===== src/design/ufc_pkg.sv =====
package ufc_pkg;

    typedef struct packed {
        logic [7:0] in_byte;
        logic       end_of_input;
    } t_in_req;

    typedef struct packed {
        logic [7:0] out_byte;
        logic       error;
        logic       last;
    } t_out_req;

    typedef enum logic [1:0] {
        CMD_CODE      = 2'd0,
        CMD_ERROR     = 2'd1,
        CMD_FLUSH     = 2'd2,
        CMD_ERR_FLUSH = 2'd3
    } t_cmd_op;

    typedef struct packed {
        t_cmd_op     op;
        logic [20:0] value;
    } t_cmd;

    localparam logic [20:0] MAX_POINT = 21'h10FFFF;

    // Weights above the largest code value are never selected.
    function automatic logic [20:0] fib_weight(input logic [4:0] idx);
        logic [20:0] w;
        case (idx)
            5'd0:    w = 21'd1;
            5'd1:    w = 21'd2;
            5'd2:    w = 21'd3;
            5'd3:    w = 21'd5;
            5'd4:    w = 21'd8;
            5'd5:    w = 21'd13;
            5'd6:    w = 21'd21;
            5'd7:    w = 21'd34;
            5'd8:    w = 21'd55;
            5'd9:    w = 21'd89;
            5'd10:   w = 21'd144;
            5'd11:   w = 21'd233;
            5'd12:   w = 21'd377;
            5'd13:   w = 21'd610;
            5'd14:   w = 21'd987;
            5'd15:   w = 21'd1597;
            5'd16:   w = 21'd2584;
            5'd17:   w = 21'd4181;
            5'd18:   w = 21'd6765;
            5'd19:   w = 21'd10946;
            5'd20:   w = 21'd17711;
            5'd21:   w = 21'd28657;
            5'd22:   w = 21'd46368;
            5'd23:   w = 21'd75025;
            5'd24:   w = 21'd121393;
            5'd25:   w = 21'd196418;
            5'd26:   w = 21'd317811;
            5'd27:   w = 21'd514229;
            5'd28:   w = 21'd832040;
            5'd29:   w = 21'd1346269;
            default: w = 21'h1FFFFF;
        endcase
        return w;
    endfunction

endpackage


===== src/design/ufc_queue.sv =====
module ufc_queue #(
    parameter int W  = 8,
    parameter int AW = 1
) (
    input  logic         i_clk,
    input  logic         i_rst_n,
    input  logic         i_push,
    input  logic [W-1:0] i_data,
    output logic         o_full,
    input  logic         i_pop,
    output logic [W-1:0] o_data,
    output logic         o_empty
);

    logic [W-1:0] r_mem [2**AW];
    logic [AW:0]  r_wr;
    logic [AW:0]  r_rd;
    logic         do_push;
    logic         do_pop;

    assign o_empty = (r_wr == r_rd);
    assign o_full  = (r_wr[AW] != r_rd[AW]) && (r_wr[AW-1:0] == r_rd[AW-1:0]);
    assign do_push = i_push && !o_full;
    assign do_pop  = i_pop && !o_empty;
    assign o_data  = r_mem[r_rd[AW-1:0]];

    always_ff @(posedge i_clk) begin
        if (!i_rst_n) begin
            r_wr <= '0;
            r_rd <= '0;
        end else begin
            if (do_push) begin
                r_wr <= r_wr + 1'b1;
            end
            if (do_pop) begin
                r_rd <= r_rd + 1'b1;
            end
        end
    end

    always_ff @(posedge i_clk) begin
        if (do_push) begin
            r_mem[r_wr[AW-1:0]] <= i_data;
        end
    end

endmodule


===== src/design/ufc_front.sv =====
module ufc_front import ufc_pkg::*; (
    input  logic    i_clk,
    input  logic    i_rst_n,
    input  logic    i_push,
    input  t_in_req i_item,
    input  logic    i_cmd_full,
    output logic    o_cmd_push,
    output t_cmd    o_cmd
);

    logic [20:0] r_accum;
    logic [1:0]  r_due;
    logic        r_err;
    logic [20:0] n_accum;
    logic [1:0]  n_due;
    logic        n_err;
    logic [20:0] dec_accum;
    logic [1:0]  dec_due;
    logic        complete;
    logic        bad;
    logic        accept;
    logic [7:0]  b;

    assign accept = i_push && !i_cmd_full;
    assign b      = i_item.in_byte;

    always_comb begin
        n_accum    = r_accum;
        n_due      = r_due;
        n_err      = r_err;
        o_cmd_push = 1'b0;
        o_cmd.op   = CMD_CODE;
        o_cmd.value = '0;
        dec_accum  = r_accum;
        dec_due    = r_due;
        complete   = 1'b0;
        bad        = 1'b0;
        if (r_due == 2'd0) begin
            if (b[7] == 1'b0) begin
                dec_accum = {13'd0, b};
                complete  = 1'b1;
            end else if (b[7:5] == 3'b110) begin
                dec_accum = {16'd0, b[4:0]};
                dec_due   = 2'd1;
            end else if (b[7:4] == 4'b1110) begin
                dec_accum = {17'd0, b[3:0]};
                dec_due   = 2'd2;
            end else if (b[7:3] == 5'b11110) begin
                dec_accum = {18'd0, b[2:0]};
                dec_due   = 2'd3;
            end else begin
                bad = 1'b1;
            end
        end else if (b[7:6] == 2'b10) begin
            dec_accum = {r_accum[14:0], b[5:0]};
            dec_due   = r_due - 2'd1;
            complete  = (r_due == 2'd1);
        end else begin
            bad = 1'b1;
        end
        if (accept) begin
            o_cmd_push = 1'b1;
            if (i_item.end_of_input) begin
                o_cmd.op = (r_err || r_due != 2'd0) ? CMD_ERR_FLUSH : CMD_FLUSH;
                n_accum  = '0;
                n_due    = '0;
                n_err    = 1'b0;
            end else if (r_err) begin
                o_cmd.op = CMD_ERROR;
            end else if (bad || (complete && dec_accum > MAX_POINT)) begin
                o_cmd.op = CMD_ERROR;
                n_err    = 1'b1;
            end else if (complete) begin
                o_cmd.op    = CMD_CODE;
                o_cmd.value = dec_accum + 21'd1;
                n_accum     = '0;
                n_due       = '0;
            end else begin
                o_cmd_push = 1'b0;
                n_accum    = dec_accum;
                n_due      = dec_due;
            end
        end
    end

    always_ff @(posedge i_clk) begin
        if (!i_rst_n) begin
            r_accum <= '0;
            r_due   <= '0;
            r_err   <= 1'b0;
        end else begin
            r_accum <= n_accum;
            r_due   <= n_due;
            r_err   <= n_err;
        end
    end

endmodule


===== src/design/ufc_back.sv =====
module ufc_back import ufc_pkg::*; (
    input  logic     i_clk,
    input  logic     i_rst_n,
    input  logic     i_cmd_empty,
    input  t_cmd     i_cmd,
    output logic     o_cmd_pop,
    input  logic     i_out_full,
    output logic     o_out_push,
    output t_out_req o_out
);

    typedef enum logic [4:0] {
        S_IDLE  = 5'b00001,
        S_CONV  = 5'b00010,
        S_MERGE = 5'b00100,
        S_EMIT  = 5'b01000,
        S_ONE   = 5'b10000
    } t_back_state;

    t_back_state r_state, n_state;
    logic [39:0] r_store, n_store;
    logic [5:0]  r_pending, n_pending;
    logic [20:0] r_rem, n_rem;
    logic [2:0]  r_grp, n_grp;
    logic [31:0] r_code, n_code;
    logic [4:0]  r_top, n_top;
    logic        r_found, n_found;
    t_out_req    r_one, n_one;

    logic [2:0]  start_grp;
    logic [20:0] cv_rem;
    logic [31:0] cv_code;
    logic [4:0]  cv_top;
    logic        cv_found;
    logic [4:0]  idx;
    logic [20:0] w;
    logic [31:0] full_code;
    logic [5:0]  code_len;
    logic [39:0] shifted;
    logic [5:0]  merge_pending;

    always_comb begin
        start_grp = '0;
        for (int g = 1; g < 8; g++) begin
            if (fib_weight({3'(g), 2'b00}) <= i_cmd.value) begin
                start_grp = 3'(g);
            end
        end
    end

    // Greedy selection over the four weights of the current group, highest first.
    always_comb begin
        cv_rem   = r_rem;
        cv_code  = r_code;
        cv_top   = r_top;
        cv_found = r_found;
        idx      = '0;
        w        = '0;
        for (int j = 0; j < 4; j++) begin
            idx = {r_grp, 2'(3 - j)};
            w   = fib_weight(idx);
            if (w <= cv_rem) begin
                cv_rem       = cv_rem - w;
                cv_code[idx] = 1'b1;
                if (!cv_found) begin
                    cv_found = 1'b1;
                    cv_top   = idx;
                end
            end
        end
    end

    assign full_code     = r_code | (32'd1 << (r_top + 5'd1));
    assign code_len      = {1'b0, r_top} + 6'd2;
    assign shifted       = {8'd0, full_code} << r_pending[2:0];
    assign merge_pending = {3'd0, r_pending[2:0]} + code_len;

    always_comb begin
        n_state    = r_state;
        n_store    = r_store;
        n_pending  = r_pending;
        n_rem      = r_rem;
        n_grp      = r_grp;
        n_code     = r_code;
        n_top      = r_top;
        n_found    = r_found;
        n_one      = r_one;
        o_cmd_pop  = 1'b0;
        o_out_push = 1'b0;
        o_out      = r_one;
        unique case (r_state)
            S_IDLE: begin
                if (!i_cmd_empty) begin
                    o_cmd_pop = 1'b1;
                    unique case (i_cmd.op)
                        CMD_CODE: begin
                            n_rem   = i_cmd.value;
                            n_grp   = start_grp;
                            n_code  = '0;
                            n_top   = '0;
                            n_found = 1'b0;
                            n_state = S_CONV;
                        end
                        CMD_ERROR: begin
                            n_one   = '{out_byte: 8'd0, error: 1'b1, last: 1'b1};
                            n_state = S_ONE;
                        end
                        CMD_ERR_FLUSH: begin
                            n_one     = '{out_byte: 8'd0, error: 1'b1, last: 1'b1};
                            n_store   = '0;
                            n_pending = '0;
                            n_state   = S_ONE;
                        end
                        CMD_FLUSH: begin
                            n_one     = '{out_byte: r_store[7:0], error: 1'b0, last: 1'b1};
                            n_store   = '0;
                            n_pending = '0;
                            if (r_pending != 6'd0) begin
                                n_state = S_ONE;
                            end
                        end
                        default: begin
                            n_state = S_IDLE;
                        end
                    endcase
                end
            end
            S_CONV: begin
                n_rem   = cv_rem;
                n_code  = cv_code;
                n_top   = cv_top;
                n_found = cv_found;
                if (r_grp == 3'd0) begin
                    n_state = S_MERGE;
                end else begin
                    n_grp = r_grp - 3'd1;
                end
            end
            S_MERGE: begin
                n_store   = r_store | shifted;
                n_pending = merge_pending;
                n_state   = (merge_pending >= 6'd8) ? S_EMIT : S_IDLE;
            end
            S_EMIT: begin
                o_out = '{out_byte: r_store[7:0], error: 1'b0, last: (r_pending < 6'd16)};
                if (!i_out_full) begin
                    o_out_push = 1'b1;
                    n_store    = {8'd0, r_store[39:8]};
                    n_pending  = r_pending - 6'd8;
                    if (r_pending < 6'd16) begin
                        n_state = S_IDLE;
                    end
                end
            end
            S_ONE: begin
                if (!i_out_full) begin
                    o_out_push = 1'b1;
                    n_state    = S_IDLE;
                end
            end
            default: begin
                n_state = S_IDLE;
            end
        endcase
    end

    always_ff @(posedge i_clk) begin
        if (!i_rst_n) begin
            r_state   <= S_IDLE;
            r_store   <= '0;
            r_pending <= '0;
        end else begin
            r_state   <= n_state;
            r_store   <= n_store;
            r_pending <= n_pending;
        end
    end

    always_ff @(posedge i_clk) begin
        r_rem   <= n_rem;
        r_grp   <= n_grp;
        r_code  <= n_code;
        r_top   <= n_top;
        r_found <= n_found;
        r_one   <= n_one;
    end

endmodule


===== src/design/utf8_to_fibonacci_encoder_core.sv =====
// UTF-8 to Fibonacci code transcoder.
// Input requests enter through push/full; a request carries one UTF-8 byte or an
// end-of-input marker. Result requests leave through empty/pop; while empty is low
// the oldest result is on o_result, and pop takes it.
// A front stage decodes UTF-8 and sends one command per finished character, error
// or end marker into a small command queue, so it takes a byte in every cycle
// while that queue has room. A back stage turns each code point plus one into its
// Zeckendorf code, four Fibonacci weights per cycle, and writes the packed bytes
// into a result queue at one byte per cycle while that queue has room.
// For a character the back stage fetches the command, runs conversion steps, one
// per group of four weights and as many as the magnitude of the code point asks,
// merges the code into its bit store and then emits each full output byte. An
// end marker gives a last byte only when bits are pending.
// When the receiver stalls, the result queue fills, the back stage waits, and full
// rises once the command queue is full too; nothing is lost.
// A synchronous reset empties both queues and clears all decoding and bit state.
module utf8_to_fibonacci_encoder_core import ufc_pkg::*; #(
    parameter int CMD_DEPTH_LOG2 = 1,
    parameter int OUT_DEPTH_LOG2 = 2
) (
    input  logic     i_clk,
    input  logic     i_rst_n,
    input  logic     push,
    output logic     full,
    input  t_in_req  i_item,
    output logic     empty,
    input  logic     pop,
    output t_out_req o_result
);

    logic     cmd_push;
    t_cmd     cmd_in;
    logic     cmd_full;
    logic     cmd_pop;
    t_cmd     cmd_out;
    logic     cmd_empty;
    logic     out_push;
    t_out_req out_in;
    logic     out_full;

    assign full = cmd_full;

    ufc_front u_front (
        .i_clk      (i_clk),
        .i_rst_n    (i_rst_n),
        .i_push     (push),
        .i_item     (i_item),
        .i_cmd_full (cmd_full),
        .o_cmd_push (cmd_push),
        .o_cmd      (cmd_in)
    );

    ufc_queue #(
        .W  ($bits(t_cmd)),
        .AW (CMD_DEPTH_LOG2)
    ) u_cmd_queue (
        .i_clk   (i_clk),
        .i_rst_n (i_rst_n),
        .i_push  (cmd_push),
        .i_data  (cmd_in),
        .o_full  (cmd_full),
        .i_pop   (cmd_pop),
        .o_data  (cmd_out),
        .o_empty (cmd_empty)
    );

    ufc_back u_back (
        .i_clk       (i_clk),
        .i_rst_n     (i_rst_n),
        .i_cmd_empty (cmd_empty),
        .i_cmd       (cmd_out),
        .o_cmd_pop   (cmd_pop),
        .i_out_full  (out_full),
        .o_out_push  (out_push),
        .o_out       (out_in)
    );

    ufc_queue #(
        .W  ($bits(t_out_req)),
        .AW (OUT_DEPTH_LOG2)
    ) u_out_queue (
        .i_clk   (i_clk),
        .i_rst_n (i_rst_n),
        .i_push  (out_push),
        .i_data  (out_in),
        .o_full  (out_full),
        .i_pop   (pop),
        .o_data  (o_result),
        .o_empty (empty)
    );

endmodule


===== config.mk =====
export PLATFORM = sky130hd
export DESIGN_NAME = utf8_to_fibonacci_encoder_core
export DESIGN_NICKNAME = d
export VERILOG_FILES = /design/src/design/ufc_pkg.sv /design/src/design/ufc_queue.sv /design/src/design/ufc_front.sv /design/src/design/ufc_back.sv /design/src/design/utf8_to_fibonacci_encoder_core.sv
export SDC_FILE = /design/constraint.sdc
export NUM_CORES = 1
export LEC_CHECK = 0
export BUFFER_PORTS_ARGS = -buffer_cell sky130_fd_sc_hd__buf_4
export CORE_MARGIN = 1
export CORE_UTILIZATION = 58
export DETAILED_ROUTE_END_ITERATION = 7
export PLACE_DENSITY = 0.81
export SLEW_MARGIN = 30
export SYNTH_ARGS = -nofsm -noshare
export SYNTH_HDL_FRONTEND = slang
export SYNTH_HIERARCHICAL = 1
export SYNTH_SLANG_ARGS = --single-unit

===== constraint.sdc =====
create_clock -name i_clk -period 33.5 [get_ports i_clk]
set_input_delay 5.025 -clock i_clk [delete_from_list [all_inputs] [get_ports i_clk]]
set_output_delay 5.025 -clock i_clk [all_outputs]
set_load 0.02 [all_outputs]

==> flow_summary.json <==
{
  "drt-total-wl_microns": 54000,
  "cpPeakStageDelay_ns": 0.89,
  "cts.sink_count": 245,
  "cpMaxStageDelayCell": "o31ai_4",
  "placementRows": 65,
  "fin_cells": 2573,
  "io_buffer_count": 24,
  "holdCritPathClass": "flop to flop",
  "overflow": 0,
  "track_usage_pct": 31.9,
  "numCtsBuffers": 27,
  "drv_cap": 0,
  "setup_slack_ns": 18.87,
  "die_x_microns": 183,
  "antennaDiodeCount": 0,
  "finalNetCount": 2233,
  "end_kind": "flop",
  "ant_nets": 0,
  "avgSynthCellArea_sq_um": 8.84,
  "synth_top_area_share_pct": 24.8,
  "setup_viol_count_final": 0,
  "cts_buffer_depth": 3,
  "synth_edf_count": 157,
  "ys_seq_area_share_pct": 34.1,
  "die-area_sq_um": 33400,
  "post-place-ws_ns": 19.36,
  "cts_resized": 0,
  "synth_seq_cells": 245,
  "worstSetupPathType": "flop to flop",
  "clock.fmax_ghz": 0.0684,
  "synth_cells": 2147,
  "placed_cell_area_sq_um": 19400,
  "pin_count": 25,
  "area_growth_pct": 6.88,
  "place_inst": 2524,
  "yosys.cell_types.count": 109,
  "drive_gt1_share_pct": 10.6,
  "syn_area_sq_um": 19000,
  "place_congestion": 0.984,
  "synthTopCellsByArea": "edfxtp_1 (25%), dfxtp_1 (9.3%), ha_1 (6.4%)",
  "drt-wirelength-per-cell_microns": 21.0,
  "hold_viol": 0,
  "synth_ff_type": "edfxtp_1",
  "antenna_found_initial": 0,
  "dp_hpwl_microns": 40000,
  "min_period_ns": 14.63,
  "start_util_pct": 59.5,
  "path_max_fanout": 24,
  "cp-start-kind": "flop",
  "h-tree-depth": 1,
  "grt_max_degree": 75,
  "cts_setup_buffers": 0,
  "drt_iter0_drc": 1843,
  "path_clk_slew_ns": 0.07,
  "nFillCells": 2625,
  "worstPathRequired_ns": 33.90,
  "cts_hold_buffers": 0,
  "fin_setup_tns_ns": 0,
  "relSlewSlack_pct": 32.2,
  "grt_first_pass_wirelength_microns": 85700,
  "cts_tree": "done",
  "rsz0062_at_grt": "false",
  "r2r_slack_ns": 18.87,
  "fin_skew_ns": 0.0127,
  "fin_crit_sh_pct": 43.7,
  "worstPathArrival_ns": 15.03,
  "synth_top_area_cell": "edfxtp_1",
  "yosysWarnings": 6,
  "clockRootBuffer": "clkbuf_16",
  "drt_pass1_iterations": 6,
  "fin_area_sq_um": 20300,
  "grt_pass1_vias": 16200,
  "core_sq_um": 31900,
  "vias": 17200,
  "ys_async_sr_fraction_pct": 0,
  "clock_latency_ns": 0.55,
  "syn-num-nets": 2262,
  "via_per_inst": 6.68,
  "outcome": "finished, final reports clean",
  "die-height_microns": 183,
  "drc": 0,
  "drv_slew": 0,
  "tightest_slew_ns": 1.02
}
-- worst max-delay path: cells and delay by family, from the launching register on --
family	cells	cell delay [ns]
buffers and inverters	6	1.33
adder cells (fa/ha/maj)	5	1.55
AO/OA/AOI/OAI	24	6.70
multiplexers	3	1.41
AND/OR/NAND/NOR	14	2.89
flip-flops	1	0.53
-- cell usage after synthesis (all sizes together), types with 26 or more instances --
cell type,count
a211oi,28
a21o,27
a21oi,192
a31oi,27
and2,33
and3,26
buf,36
clkbuf,64
dfxtp,88
edfxtp,157
ha,97
inv,72
mux2,51
mux2i,86
nand2,214
nand2b,34
nand3,40
nand4,26
nor2,225
nor3,65
o21ai,148
xnor2,47
xor2,36
-- through the flow --
step | util, % | hold WS (ns)
after floorplan | - | 0.425
after global placement | 60.7 | 0.439
after detailed placement | 60.8 | 0.455
after CTS | 63.6 | 0.465
after global routing | 63.6 | 0.492
final | 63.6 | 0.465
-- cells by family (layout without fill, tap and decap cells) --
family	after synthesis	count (layout)	synth area share, %
adders and majority gates	102	102	6.92
AOI/OAI and AO/OA	637	637	22.8
DFF	245	245	34.1
and+or+nand+nor	761	761	19.5
muxes	147	147	8.75
xor gates and xnor gates	83	83	3.87
buffers and inverters	172	163	4.01
-- state kept, by name (all words and copies together) (netlist names), named ones only --
name               count
u_cmd_queue/r_mem     46
u_cmd_queue/r_wr       2
u_out_queue/r_mem     40
u_front/r_err          1
u_front/r_due          2
u_back/r_pending       6
u_back/r_top           5
u_back/r_one           9
u_front/r_accum       21
u_back/r_state         5
u_back/r_code         32
u_back/r_rem          21
u_out_queue/r_wr       3
u_back/r_grp           3
u_back/r_store        40
u_back/r_found         1
u_cmd_queue/r_rd       2
u_out_queue/r_rd       3
-- layer usage --
layer	wire length (microns)	track usage (%)	vias to the layer above
li1	-	-	7981
met1	22700	42.9	8216
met2	25200	53.4	875
met3	4450	4.35	122
met4	1670	9.70	0
met5	0	0	-
-- layout by cell type, fill, tap and decap left out, drive strengths merged, types with 28 or more instances in the layout --
cell and instances:
clkbuf 37, o21ai 148, dfxtp 88, nand3 40, edfxtp 157, xnor2 47, inv 74, nand2 214
ha 97, buf 42, a21oi 192, and2 33, nor2 225, mux2i 86, nor3 65, a211oi 28
mux2 51, nand2b 34, xor2 36
-- worst paths after layout --
check	cells past startpoint	startpoint	to
worst max-delay path	52	u_back/r_grp[0]	u_back/r_rem[1]
worst min-delay path	2	u_back/r_store[24]	u_back/r_store[16]
worst max register to register	52	u_back/r_grp[0]	u_back/r_rem[1]
worst min register to register	2	u_back/r_store[24]	u_back/r_store[16]
-- layout make-up --
type / instances / area (sq um) / area share, %
Multi-Input combinational cell: 1730 / 11800 / 58.0
Sequential cell: 245 / 6480 / 32.0
Clock buffer: 37 / 774 / 3.82
Tap cell: 435 / 544 / 2.68
Timing Repair Buffer: 42 / 335 / 1.65
Inverter: 72 / 270 / 1.33
Clock inverter: 12 / 109 / 0.537
Power is not shown: default switching activity piles up to over one toggle a cycle in this logic, so the estimate is an artifact.
